`src/rtl/core/lpg_pkg.sv`:
```
package lpg_pkg;

  localparam int KIND_W = 3;
  localparam int RATE_W = 16;
  localparam int CFG_W = 32;
  localparam int CFG_IDX_W = 2;
  localparam int SET_W = 2;
  localparam int WHY_W = 3;
  localparam int WAKE_W = 32;

  // event kinds
  localparam logic [KIND_W-1:0] EV_CONNECT      = 3'd0;
  localparam logic [KIND_W-1:0] EV_DISCONNECT   = 3'd1;
  localparam logic [KIND_W-1:0] EV_UPDATE_START = 3'd2;
  localparam logic [KIND_W-1:0] EV_UPDATE_STOP  = 3'd3;
  localparam logic [KIND_W-1:0] EV_STREAM_START = 3'd4;
  localparam logic [KIND_W-1:0] EV_STREAM_STOP  = 3'd5;
  localparam logic [KIND_W-1:0] EV_ACTIVITY     = 3'd6;
  localparam logic [KIND_W-1:0] EV_TIMER        = 3'd7;

  // parameter sets
  localparam logic [SET_W-1:0] SET_NONE = 2'd0;
  localparam logic [SET_W-1:0] SET_FAST = 2'd1;
  localparam logic [SET_W-1:0] SET_MED  = 2'd2;
  localparam logic [SET_W-1:0] SET_SLOW = 2'd3;

  // reason codes
  localparam logic [WHY_W-1:0] WHY_NONE     = 3'd0;
  localparam logic [WHY_W-1:0] WHY_UPDATE   = 3'd1;
  localparam logic [WHY_W-1:0] WHY_STREAM   = 3'd2;
  localparam logic [WHY_W-1:0] WHY_CONNECT  = 3'd3;
  localparam logic [WHY_W-1:0] WHY_ACTIVITY = 3'd4;
  localparam logic [WHY_W-1:0] WHY_IDLE     = 3'd5;

  // register indexes
  localparam logic [CFG_IDX_W-1:0] REG_IDLE_TIMEOUT     = 2'd0;
  localparam logic [CFG_IDX_W-1:0] REG_BOOST_HOLD       = 2'd1;
  localparam logic [CFG_IDX_W-1:0] REG_MIN_SPACING      = 2'd2;
  localparam logic [CFG_IDX_W-1:0] REG_STREAM_FAST_RATE = 2'd3;

  localparam logic [CFG_W-1:0]  RST_IDLE_TIMEOUT     = 32'd30000;
  localparam logic [CFG_W-1:0]  RST_BOOST_HOLD       = 32'd5000;
  localparam logic [CFG_W-1:0]  RST_MIN_SPACING      = 32'd2000;
  localparam logic [RATE_W-1:0] RST_STREAM_FAST_RATE = 16'd10;

  typedef struct packed {
    logic [CFG_W-1:0]  idle_timeout;
    logic [CFG_W-1:0]  boost_hold;
    logic [CFG_W-1:0]  min_spacing;
    logic [RATE_W-1:0] stream_fast_rate;
  } cfg_t;

  typedef struct packed {
    logic [SET_W-1:0]  request;
    logic [WHY_W-1:0]  why;
    logic [WAKE_W-1:0] wake_delay;
  } res_t;

endpackage

```
`src/rtl/core/lpg_in_if.sv`:
```
interface lpg_in_if #(
  parameter int TIME_BITS = 48
);
  logic                 valid;
  logic                 ready;
  logic [2:0]           kind;
  logic [TIME_BITS-1:0] now_time;
  logic [TIME_BITS-1:0] last_activity;
  logic [15:0]          stream_rate;

  modport source (output valid, kind, now_time, last_activity, stream_rate, input ready);
  modport sink (input valid, kind, now_time, last_activity, stream_rate, output ready);
endinterface

interface lpg_out_if;
  logic        valid;
  logic        ready;
  logic [1:0]  request;
  logic [2:0]  why;
  logic [31:0] wake_delay;

  modport source (output valid, request, why, wake_delay, input ready);
  modport sink (input valid, request, why, wake_delay, output ready);
endinterface

```
`src/rtl/core/lpg_cfg_regs.sv`:
```
module lpg_cfg_regs (
  input  logic                          clk,
  input  logic                          rst_n,
  input  logic                          cfg_we,
  input  logic [lpg_pkg::CFG_IDX_W-1:0] cfg_index,
  input  logic [lpg_pkg::CFG_W-1:0]     cfg_wdata,
  output lpg_pkg::cfg_t                 cfg
);
  import lpg_pkg::*;

  cfg_t cfg_r;

  always_ff @(posedge clk) begin
    if (!rst_n) begin
      cfg_r.idle_timeout     <= RST_IDLE_TIMEOUT;
      cfg_r.boost_hold       <= RST_BOOST_HOLD;
      cfg_r.min_spacing      <= RST_MIN_SPACING;
      cfg_r.stream_fast_rate <= RST_STREAM_FAST_RATE;
    end else if (cfg_we) begin
      case (cfg_index)
        REG_IDLE_TIMEOUT:     cfg_r.idle_timeout <= cfg_wdata;
        REG_BOOST_HOLD:       cfg_r.boost_hold <= cfg_wdata;
        REG_MIN_SPACING:      cfg_r.min_spacing <= cfg_wdata;
        REG_STREAM_FAST_RATE: cfg_r.stream_fast_rate <= cfg_wdata[RATE_W-1:0];
        default: ;
      endcase
    end
  end

  assign cfg = cfg_r;
endmodule

```
`src/rtl/core/lpg_core.sv`:
```
module lpg_core #(
  parameter int TIME_BITS = 48
) (
  input  logic                       clk,
  input  logic                       rst_n,
  input  logic                       advance,
  input  logic [lpg_pkg::KIND_W-1:0] kind,
  input  logic [TIME_BITS-1:0]       now_time,
  input  logic [TIME_BITS-1:0]       last_activity,
  input  logic [lpg_pkg::RATE_W-1:0] stream_rate,
  input  lpg_pkg::cfg_t              cfg,
  output lpg_pkg::res_t              res
);
  import lpg_pkg::*;

  logic                 linked_r, linked_nxt;
  logic                 update_hold_r, update_hold_nxt;
  logic                 stream_hold_r, stream_hold_nxt;
  logic [RATE_W-1:0]    held_rate_r, held_rate_nxt;
  logic [SET_W-1:0]     current_set_r, current_set_nxt;
  logic [TIME_BITS-1:0] last_req_time_r, last_req_time_nxt;
  logic                 last_req_valid_r, last_req_valid_nxt;

  logic [SET_W-1:0]     flag_set;
  logic                 flag_req_valid;
  logic [TIME_BITS-1:0] idle, since;
  logic [TIME_BITS-1:0] idle_to, boost_to, spacing;
  logic [SET_W-1:0]     want, timer_from;
  logic [WHY_W-1:0]     why;
  logic                 update_hold_f, stream_hold_f;
  logic                 deferred;
  logic [WAKE_W-1:0]    timer_val;

  // window minus idle fits in 32 bits when the window is larger
  function automatic logic [WAKE_W-1:0] idle_timer(
    input logic [SET_W-1:0]     from,
    input logic                 hold,
    input logic [TIME_BITS-1:0] idle_v,
    input logic [TIME_BITS-1:0] fast_win,
    input logic [TIME_BITS-1:0] med_win
  );
    logic [TIME_BITS-1:0] win;
    logic                 none;
    logic [TIME_BITS-1:0] diff;
    none = 1'b0;
    win  = fast_win;
    if (hold) none = 1'b1;
    else if (from == SET_FAST) win = fast_win;
    else if (from == SET_MED) win = med_win;
    else none = 1'b1;
    diff = win - idle_v;
    if (none) return '0;
    else if (win > idle_v) return diff[WAKE_W-1:0];
    else return WAKE_W'(1);
  endfunction

  always_comb begin
    linked_nxt      = linked_r;
    update_hold_nxt = update_hold_r;
    stream_hold_nxt = stream_hold_r;
    held_rate_nxt   = held_rate_r;
    flag_set        = current_set_r;
    flag_req_valid  = last_req_valid_r;
    case (kind)
      EV_CONNECT, EV_DISCONNECT: begin
        linked_nxt      = (kind == EV_CONNECT);
        update_hold_nxt = 1'b0;
        stream_hold_nxt = 1'b0;
        held_rate_nxt   = '0;
        flag_set        = SET_NONE;
        flag_req_valid  = 1'b0;
      end
      EV_UPDATE_START: update_hold_nxt = 1'b1;
      EV_UPDATE_STOP:  update_hold_nxt = 1'b0;
      EV_STREAM_START: begin
        stream_hold_nxt = 1'b1;
        held_rate_nxt   = stream_rate;
      end
      EV_STREAM_STOP: begin
        stream_hold_nxt = 1'b0;
        held_rate_nxt   = '0;
      end
      default: ;
    endcase
    update_hold_f = update_hold_nxt;
    stream_hold_f = stream_hold_nxt;

    idle     = (last_activity > now_time) ? '0 : now_time - last_activity;
    since    = now_time - last_req_time_r;
    idle_to  = TIME_BITS'(cfg.idle_timeout);
    boost_to = TIME_BITS'(cfg.boost_hold);
    spacing  = TIME_BITS'(cfg.min_spacing);

    if (update_hold_f) want = SET_FAST;
    else if (flag_set == SET_NONE) want = SET_FAST;
    else if (stream_hold_f)
      want = (held_rate_nxt >= cfg.stream_fast_rate) ? SET_FAST : SET_MED;
    else if (flag_set == SET_SLOW && idle < boost_to) want = SET_MED;
    else if (flag_set == SET_FAST && idle >= idle_to) want = SET_SLOW;
    else if (flag_set == SET_MED && idle >= boost_to) want = SET_SLOW;
    else want = flag_set;

    // request time ahead of now never defers
    deferred = flag_req_valid && (now_time >= last_req_time_r) && (since < spacing);

    if (want == SET_FAST)
      why = update_hold_f ? WHY_UPDATE : (stream_hold_f ? WHY_STREAM : WHY_CONNECT);
    else if (want == SET_MED)
      why = stream_hold_f ? WHY_STREAM : WHY_ACTIVITY;
    else
      why = WHY_IDLE;

    timer_from = (want == flag_set || deferred) ? flag_set : want;
    timer_val  = idle_timer(timer_from, update_hold_f || stream_hold_f, idle,
                            idle_to, boost_to);

    current_set_nxt    = flag_set;
    last_req_time_nxt  = last_req_time_r;
    last_req_valid_nxt = flag_req_valid;
    res                = '0;
    if (linked_nxt) begin
      if (want == flag_set) begin
        res.wake_delay = timer_val;
      end else if (deferred) begin
        res.wake_delay = cfg.min_spacing - since[WAKE_W-1:0];
      end else begin
        current_set_nxt    = want;
        last_req_time_nxt  = now_time;
        last_req_valid_nxt = 1'b1;
        res.request        = want;
        res.why            = why;
        res.wake_delay     = timer_val;
      end
    end
  end

  always_ff @(posedge clk) begin
    if (!rst_n) begin
      linked_r         <= 1'b0;
      update_hold_r    <= 1'b0;
      stream_hold_r    <= 1'b0;
      held_rate_r      <= '0;
      current_set_r    <= SET_NONE;
      last_req_time_r  <= '0;
      last_req_valid_r <= 1'b0;
    end else if (advance) begin
      linked_r         <= linked_nxt;
      update_hold_r    <= update_hold_nxt;
      stream_hold_r    <= stream_hold_nxt;
      held_rate_r      <= held_rate_nxt;
      current_set_r    <= current_set_nxt;
      last_req_time_r  <= last_req_time_nxt;
      last_req_valid_r <= last_req_valid_nxt;
    end
  end
endmodule

```
`src/rtl/core/link_param_governor.sv`:
```
// an accepted input transaction is held in the input register; its result is offered from the output register
// throughput: one event per cycle; the input register refills in the same cycle its
// item moves to the output register, so only a stalled output holds off the input
// reset (rst_n, synchronous): flags, set and request time cleared, registers back to
// their defaults, both pipeline registers empty
module link_param_governor #(
  parameter int TIME_BITS = 48
) (
  input  logic                          clk,
  input  logic                          rst_n,
  lpg_in_if.sink                        in_ch,
  lpg_out_if.source                     out_ch,
  input  logic                          cfg_we,
  input  logic [lpg_pkg::CFG_IDX_W-1:0] cfg_index,
  input  logic [lpg_pkg::CFG_W-1:0]     cfg_wdata
);
  import lpg_pkg::*;

  cfg_t cfg;
  res_t res;

  logic                 s1_valid_r;
  logic [KIND_W-1:0]    kind_r;
  logic [TIME_BITS-1:0] now_r;
  logic [TIME_BITS-1:0] last_r;
  logic [RATE_W-1:0]    rate_r;
  logic                 out_valid_r;
  res_t                 out_r;
  logic                 advance;

  assign advance     = s1_valid_r && (!out_valid_r || out_ch.ready);
  assign in_ch.ready = !s1_valid_r || advance;

  lpg_cfg_regs u_cfg (
    .clk       (clk),
    .rst_n     (rst_n),
    .cfg_we    (cfg_we),
    .cfg_index (cfg_index),
    .cfg_wdata (cfg_wdata),
    .cfg       (cfg)
  );

  lpg_core #(.TIME_BITS(TIME_BITS)) u_core (
    .clk           (clk),
    .rst_n         (rst_n),
    .advance       (advance),
    .kind          (kind_r),
    .now_time      (now_r),
    .last_activity (last_r),
    .stream_rate   (rate_r),
    .cfg           (cfg),
    .res           (res)
  );

  always_ff @(posedge clk) begin
    if (!rst_n) begin
      s1_valid_r  <= 1'b0;
      out_valid_r <= 1'b0;
    end else begin
      if (in_ch.ready) s1_valid_r <= in_ch.valid;
      if (advance) out_valid_r <= 1'b1;
      else if (out_ch.ready) out_valid_r <= 1'b0;
    end
  end

  always_ff @(posedge clk) begin
    if (in_ch.ready && in_ch.valid) begin
      kind_r <= in_ch.kind;
      now_r  <= in_ch.now_time;
      last_r <= in_ch.last_activity;
      rate_r <= in_ch.stream_rate;
    end
    if (advance) out_r <= res;
  end

  assign out_ch.valid      = out_valid_r;
  assign out_ch.request    = out_r.request;
  assign out_ch.why        = out_r.why;
  assign out_ch.wake_delay = out_r.wake_delay;
endmodule
```
`src/flat_wrapper.sv`:
```
// flat-port wrapper written by rule: the top's interface ports become plain ports
module link_param_governor_flat import lpg_pkg::*;
#(
  parameter int TIME_BITS = 48
)
  (clk, rst_n, cfg_we, cfg_index, cfg_wdata, in_ch_valid, in_ch_kind, in_ch_now_time, in_ch_last_activity, in_ch_stream_rate, in_ch_ready, out_ch_valid, out_ch_request, out_ch_why, out_ch_wake_delay, out_ch_ready);
  lpg_in_if #(.TIME_BITS(TIME_BITS)) in_ch_i ();
  lpg_out_if out_ch_i ();
  input  logic clk;
  input  logic rst_n;
  input  logic cfg_we;
  input  logic [lpg_pkg::CFG_IDX_W-1:0] cfg_index;
  input  logic [lpg_pkg::CFG_W-1:0] cfg_wdata;
  input wire logic [$bits(in_ch_i.valid)-1:0] in_ch_valid;
  input wire logic [$bits(in_ch_i.kind)-1:0] in_ch_kind;
  input wire logic [$bits(in_ch_i.now_time)-1:0] in_ch_now_time;
  input wire logic [$bits(in_ch_i.last_activity)-1:0] in_ch_last_activity;
  input wire logic [$bits(in_ch_i.stream_rate)-1:0] in_ch_stream_rate;
  output wire logic [$bits(in_ch_i.ready)-1:0] in_ch_ready;
  output wire logic [$bits(out_ch_i.valid)-1:0] out_ch_valid;
  output wire logic [$bits(out_ch_i.request)-1:0] out_ch_request;
  output wire logic [$bits(out_ch_i.why)-1:0] out_ch_why;
  output wire logic [$bits(out_ch_i.wake_delay)-1:0] out_ch_wake_delay;
  input wire logic [$bits(out_ch_i.ready)-1:0] out_ch_ready;
  assign in_ch_i.valid = in_ch_valid;
  assign in_ch_i.kind = in_ch_kind;
  assign in_ch_i.now_time = in_ch_now_time;
  assign in_ch_i.last_activity = in_ch_last_activity;
  assign in_ch_i.stream_rate = in_ch_stream_rate;
  assign in_ch_ready = in_ch_i.ready;
  assign out_ch_valid = out_ch_i.valid;
  assign out_ch_request = out_ch_i.request;
  assign out_ch_why = out_ch_i.why;
  assign out_ch_wake_delay = out_ch_i.wake_delay;
  assign out_ch_i.ready = out_ch_ready;
  link_param_governor #(.TIME_BITS(TIME_BITS)) u_core (.clk(clk), .rst_n(rst_n), .in_ch(in_ch_i), .out_ch(out_ch_i), .cfg_we(cfg_we), .cfg_index(cfg_index), .cfg_wdata(cfg_wdata));
endmodule
```
`config.mk`:
```
export PLATFORM = sky130hd
export DESIGN_NAME = link_param_governor_flat
export DESIGN_NICKNAME = d
export VERILOG_FILES = /design/src/rtl/core/lpg_pkg.sv /design/src/rtl/core/lpg_in_if.sv /design/src/rtl/core/lpg_cfg_regs.sv /design/src/rtl/core/lpg_core.sv /design/src/rtl/core/link_param_governor.sv /design/src/flat_wrapper.sv
export SDC_FILE = /design/constraint.sdc
export NUM_CORES = 1
export LEC_CHECK = 0
export ABC_AREA = 1
export BUFFER_PORTS_ARGS = -buffer_cell sky130_fd_sc_hd__clkbuf_2
export CORE_ASPECT_RATIO = 0.6
export CORE_MARGIN = 2
export CORE_UTILIZATION = 56
export CTS_BUF_LIST = sky130_fd_sc_hd__clkbuf_4
export CTS_CLUSTER_SIZE = 25
export DETAILED_ROUTE_END_ITERATION = 8
export GPL_TIMING_DRIVEN = 0
export PLACE_DENSITY = 0.76
export RECOVER_POWER = 100
export SLEW_MARGIN = 30
export SYNTH_ARGS = -nofsm -noshare
export SYNTH_HDL_FRONTEND = slang
export SYNTH_SLANG_ARGS = --single-unit
```
`constraint.sdc`:
```
create_clock -name clk -period 9.5 [get_ports clk]
set_input_delay 2.375 -clock clk [delete_from_list [all_inputs] [get_ports clk]]
set_output_delay 2.375 -clock clk [all_outputs]
set_load 0.005 [all_outputs]
```
==> impl_metrics.py, run 1 <==
metrics = {
    "outcome": {
        "status": "finished, violations left",
        "violations": "capacitance limit, slew limit",
    },
    "routing": {
        "vias_per_cell": 5.58,
        "drt_wl_total_mm": 104,
        "wl_per_cell_um": 20.7,
        "drt_iter0_drc": 3768,
        "vias": 28000,
        "ant_nets": 0,
        "drc": 0,
        "drt_first_pass_iters": 7,
    },
    "sta": {
        "hold_viol": 0,
        "clock_skew_ns": 0.0979,
        "slew_viol_final": 129,
        "clock.fmax_mhz": 109,
        "min_period_over_period_pct": 96.2,
        "worst_pin_slew_ns": 5.08,
        "finalWorstPathRequiredPeriod_ns": 9.13,
        "setup_tns_ns": 0,
        "setup_viol": 0,
        "slew_headroom_pct": -238,
    },
    "placed_design": {
        "dp.cells": 4854,
        "dp_hpwl_mm": 86.5,
        "io_buffers": 191,
        "place.gp.congestion": 1.04,
        "placed_area_mm2": 0.0290,
    },
    "synth": {
        "synth_area_mm2": 0.0272,
        "synth-async-reset-ratio_pct": 0,
        "avgSynthCellArea_um2": 6.76,
        "synth-seq-cells": 336,
        "synth_edf_count": 152,
        "yosysUniqueCellTypes": 53,
        "ys_seq_area_share_pct": 30.4,
        "synthFlopType": "dfxtp_1",
        "ys_warn_count": 0,
        "syn_inst": 4021,
        "syn_nets": 4452,
    },
    "clocking": {
        "clockBufferDepth": 3,
        "htreeDepth": 3,
        "cts_tree": "done",
        "clk_latency_ns": 0.90,
        "cts-buffers-inserted": 83,
        "clkTransAtPathRegs_ns": 0.08,
        "cts_sinks": 336,
        "cts_root_buffer": "clkbuf_4",
    },
    "power": {
        "powerDensity_mw_per_mm2": 155,
        "power_mw": 4.69,
        "ir_worst_vdd_mv": 0.118,
        "power.leakage_nw": 15.2,
    },
    "die": {
        "die_h_um": 175,
        "initial_core_util_pct": 56.8,
        "dieArea_mm2": 0.0504,
        "dieWidth_um": 288,
        "design.core.area_mm2": 0.0479,
        "io_pins": 193,
        "rows": 62,
    },
    "global_route": {
        "gr-total-overflow": 0,
        "grt_pass1_vias": 24800,
        "antenna_found_initial": 7,
        "grt_use_total_pct": 40.7,
        "grt_pass1_wl_mm": 152,
        "grt_max_degree": 91,
    },
    "worst_setup_path": {
        "critPathSlowestCell": "edfxtp_1",
        "crit_arrival_ns": 9.79,
        "cpMostUsedCell": "nand2_1",
        "slowest_delay_ns": 0.61,
        "worstSetupPathType": "reg -> reg",
        "endpoint_kind": "flip-flop",
        "crit_required_ns": 10.15,
        "worst-r2r-setup-slack_ns": 0.37,
        "cp_max_fo": 10,
        "startpoint_type": "flip-flop",
    },
    "cells_and_area": {
        "multi_input_area_mm2": 0.0157,
        "final_common_cell": "nand2_1",
        "syn_to_final_growth_pct": 11.6,
        "nFillCells": 4617,
        "final-seq-area_mm2": 0.00825,
        "stdcell_count": 5023,
        "final_area_mm2": 0.0303,
        "fin_nets": 4737,
        "final_cell_mix": "nand2_1 (936), inv_1 (775), nor2_1 (369)",
        "drive_gt1_share_pct": 10.9,
    },
    "hold_path": {
        "min_path_type": "reg -> reg",
    },
    "run": {
        "drv_cap": 2,
    },
}
flip-flops by register name (all words and copies together), names as in the netlist, 2 cells and up:
register / cells
u_core.kind_r: 3
u_core.rate_r: 16
u_core.u_core.last_req_time_r: 48
u_core.u_cfg.cfg: 112
u_core.last_r: 48
u_core.out_ch.request: 2
u_core.out_ch.why: 3
u_core.u_core.current_set_r: 2
u_core.out_ch.wake_delay: 32
u_core.now_r: 48
u_core.u_core.held_rate_r: 16
path summary, 6_finish.rpt:
kind / to / startpoint / cells after the start
setup / recovery: u_core.out_ch.wake_delay[17] / u_core.now_r[10] / 44
hold / removal: u_core.u_core.held_rate_r[8] / u_core.u_core.held_rate_r[8] / 2
setup reg to reg: u_core.out_ch.wake_delay[17] / u_core.now_r[10] / 44
hold reg to reg: u_core.u_core.held_rate_r[8] / u_core.u_core.held_rate_r[8] / 2
final cells by class:
type	instances	share of cell area, %
antenna	8	0.0660
buffer	88	1.27
clock buffer	119	2.95
clock inverter	35	0.854
inverter	806	9.98
multi-input combinational	2789	51.7
sequential	336	27.2
tap	640	2.64
timing repair buffer	202	3.33
metrics by stage:
stage          setup WS [ns]  utilization (%)  hold WS [ns]
3_5_place_dp           -1.67             60.6         0.446
2_1_floorplan           2.15                -         0.431
6_report               0.366             63.4         0.459
5_1_grt             -0.00404             63.3         0.467
3_3_place_gp           -1.63             60.4         0.442
4_1_cts               0.0306             63.2         0.458
timing repair:
| action | CTS | global route |
|---|---|---|
| gates resized for setup | 23 | 65 |
| setup buffers | 5 | 4 |
| endpoints found under the setup margin | 32 | 32 |
| hold buffers | 0 | 0 |
| pin swaps | 1 | 8 |
synthesized netlist by cell type (14+ instances only):
cell type	instances	share of area, %
edfxtp_1	152	17
xor2_1	68	2.2
nor2_1	372	5.1
dfxtp_1	184	14
or2_2	21	0.48
ha_1	273	13
o21ai_0	259	4.8
nor3_1	36	0.66
o211ai_1	25	0.69
nand2_1	938	13
clkbuf_1	65	0.90
buf_2	16	0.29
o21a_1	14	0.39
nand3_1	158	2.9
nand4_1	73	1.7
xnor2_1	40	1.3
nand2_2	15	0.35
a211oi_1	22	0.61
inv_1	762	11
inv_2	41	0.57
nor2_2	20	0.46
o21bai_1	20	0.55
a21oi_1	340	6.3
layer usage:
layer | global-route usage [%] | vias to the layer above | routed length (µm)
li1 | - | 13500 | -
met1 | 64.3 | 12800 | 47700
met2 | 49.3 | 1632 | 36400
met3 | 17.3 | 120 | 17900
met4 | 8.33 | 4 | 1910
met5 | 0 | - | 199
report_power, final:
part / internal (mW) / switching, mW / leakage [nW]
Clock: 0.692 / 0.685 / 0.675
Combinational: 0.530 / 1.14 / 11.5
Sequential: 1.59 / 0.0531 / 3.00
Total: 2.81 / 1.88 / 15.2
worst max-delay path, delay by kind of cell (launching register included):
| kind | cells | cell delay (ns) |
|---|---|---|
| compound gates | 13 | 2.78 |
| xor+xnor | 1 | 0.38 |
| fa+ha+maj | 4 | 1.55 |
| buf+inv | 8 | 1.23 |
| flops | 1 | 0.61 |
| simple gates | 18 | 2.38 |
logic make-up (layout without fill, tap and decap cells):
logic type	Yosys count	in the layout	synth area share (%)
AOI/OAI and AO/OA	730	730	14.7
xor gates and xnor gates	108	108	3.48
adders and majority gates	277	277	12.9
buffers and inverters	896	1250	12.6
DFF	336	336	30.4
muxes	1	1	0.0414
other	0	8	0
and+or+nand+nor	1673	1673	26.0
Note: power is estimated with default switching activity, not from simulation.
==> run 2: changes to the inputs <==
--- a/config.mk
+++ b/config.mk
@@ -16,6 +16,7 @@
 export GPL_TIMING_DRIVEN = 0
 export PLACE_DENSITY = 0.76
 export RECOVER_POWER = 100
+export REMOVE_ABC_BUFFERS = 1
 export SLEW_MARGIN = 30
 export SYNTH_ARGS = -nofsm -noshare
 export SYNTH_HDL_FRONTEND = slang
==> impl_metrics.py, run 2 (synthesized netlist as in run 1, its figures left out) <==
metrics = {
    "placed_design": {
        "place_ws_ns": -0.991,
        "io_buffers": 192,
        "placed_area_mm2": 0.0288,
        "dp_hpwl_mm": 75.9,
        "place.gp.congestion": 1.02,
    },
    "cells_and_area": {
        "final_util_pct": 62.5,
        "final_common_cell": "nand2_1",
        "final_area_mm2": 0.0299,
        "largest_reg_flops": 112,
        "fin_nets": 4663,
        "drive_gt1_share_pct": 9.93,
        "final_cell_mix": "nand2_1 (939), inv_1 (774), nor2_1 (368)",
        "syn_to_final_growth_pct": 10.1,
    },
    "clocking": {
        "htreeDepth": 3,
        "cts_sinks": 336,
        "clkTransAtPathRegs_ns": 0.07,
        "clockBufferDepth": 3,
        "clk_latency_ns": 0.85,
        "cts_tree": "done",
        "cts_root_buffer": "clkbuf_4",
        "cts-buffers-inserted": 84,
    },
    "power": {
        "power_mw": 4.51,
        "power.leakage_nw": 15.0,
        "ir_worst_vdd_mv": 0.0941,
        "powerDensity_mw_per_mm2": 151,
    },
    "outcome": {
        "status": "finished, violations left",
        "violations": "capacitance limit, slew limit",
    },
    "die": {
        "design.core.area_mm2": 0.0479,
        "rows": 62,
        "dieWidth_um": 288,
        "die_h_um": 175,
        "initial_core_util_pct": 56.8,
        "io_pins": 193,
        "dieArea_mm2": 0.0504,
    },
    "global_route": {
        "grt_pass1_wl_mm": 139,
        "gr-total-overflow": 0,
        "grt_max_degree": 109,
        "grt_use_total_pct": 36.4,
        "grt_pass1_vias": 23700,
        "antenna_found_initial": 11,
    },
    "routing": {
        "drt_wl_total_mm": 93.6,
        "ant_nets": 0,
        "drt_first_pass_iters": 6,
        "drt_iter0_drc": 3424,
        "vias_per_cell": 5.52,
        "wl_per_cell_um": 18.9,
        "vias": 27300,
        "drc": 0,
    },
    "worst_setup_path": {
        "cp_max_fo": 35,
        "endpoint_kind": "flip-flop",
        "critPathSlowestCell": "inv_1",
        "crit_arrival_ns": 9.68,
        "worstSetupPathType": "reg -> reg",
        "crit_required_ns": 10.16,
        "slowest_delay_ns": 0.51,
        "cpMostUsedCell": "nand2_1",
        "startpoint_type": "flip-flop",
    },
    "sta": {
        "worst_pin_slew_ns": 4.90,
        "slew_viol_final": 369,
        "timing.hold.ws_ns": 0.460,
        "setup_slack_ns": 0.485,
        "hold_viol": 0,
        "finalWorstPathRequiredPeriod_ns": 9.01,
        "clock_skew_ns": 0.0763,
        "setup_viol": 0,
        "clock.fmax_mhz": 111,
        "min_period_over_period_pct": 94.9,
        "slew_headroom_pct": -227,
    },
    "hold_path": {
        "min_path_type": "reg -> reg",
    },
    "run": {
        "drv_cap": 6,
    },
}
[run 2: cell types whose count changed in the layout (fill, tap and decap cells not counted), sizes merged]
cell and change:
inv +2, clkinv -3, bufinv -3, clkinvlp +1
buf -14, diode -2, clkbuf -60
[run 2: what timing repair did]
item	CTS	global route
pin swaps	2	4
endpoints found under the setup margin	32	32
buffers inserted	8	4
resized for setup	2	23
hold buffers	0	0
[run 2: metal layers]
| layer | global-route usage (%) | share of wire (%) | vias to the layer above |
|---|---|---|---|
| met5 | 0 | 0.045 | - |
| met4 | 10.9 | 2.7 | 6 |
| met3 | 16.1 | 16 | 150 |
| met1 | 55.7 | 46 | 12300 |
| met2 | 44.0 | 35 | 1479 |
| li1 | - | - | 13400 |
[run 2: worst paths after layout]
path,endpoint,startpoint,slack (ns),cells past startpoint
setup / recovery,u_core.out_ch.wake_delay[14],u_core.now_r[0],0.49,52
hold / removal,u_core.u_cfg.cfg[10],u_core.u_cfg.cfg[10],0.46,2
setup reg to reg,u_core.out_ch.wake_delay[14],u_core.now_r[0],0.49,52
hold reg to reg,u_core.u_cfg.cfg[10],u_core.u_cfg.cfg[10],0.46,2
[run 2: where the power goes]
part,switching [mW],internal (mW),total [mW]
clock network,0.672,0.616,1.29
registers,0.0537,1.59,1.64
logic,1.06,0.521,1.58
total,1.78,2.73,4.51
[run 2: cell type report]
| class | count | area, µm² |
|---|---|---|
| timing repair buffer | 215 | 1150 |
| inverter | 806 | 3030 |
| multi-input combinational | 2789 | 15600 |
| clock inverter | 32 | 176 |
| sequential | 336 | 8250 |
| antenna | 6 | 15.0 |
| tap | 640 | 801 |
| clock buffer | 120 | 901 |
| fill | 4614 | 17900 |
[run 2: worst max-delay path: cells and delay by family (launching register included)]
family	cells	cell delay, ns
buffers and inverters	11	1.73
AO/OA/AOI/OAI	6	0.83
flip-flops	1	0.42
adder cells (fa/ha/maj)	5	1.51
AND/OR/NAND/NOR	30	4.32
[run 2: stage by stage]
stage / cells / TNS [ns]
CTS: 4934 / 0
detailed placement: 4774 / -17.82
finish: 4944 / 0
floorplan: 3931 / 0
global route: 4942 / -0.00141
global placement: 4763 / -157.18
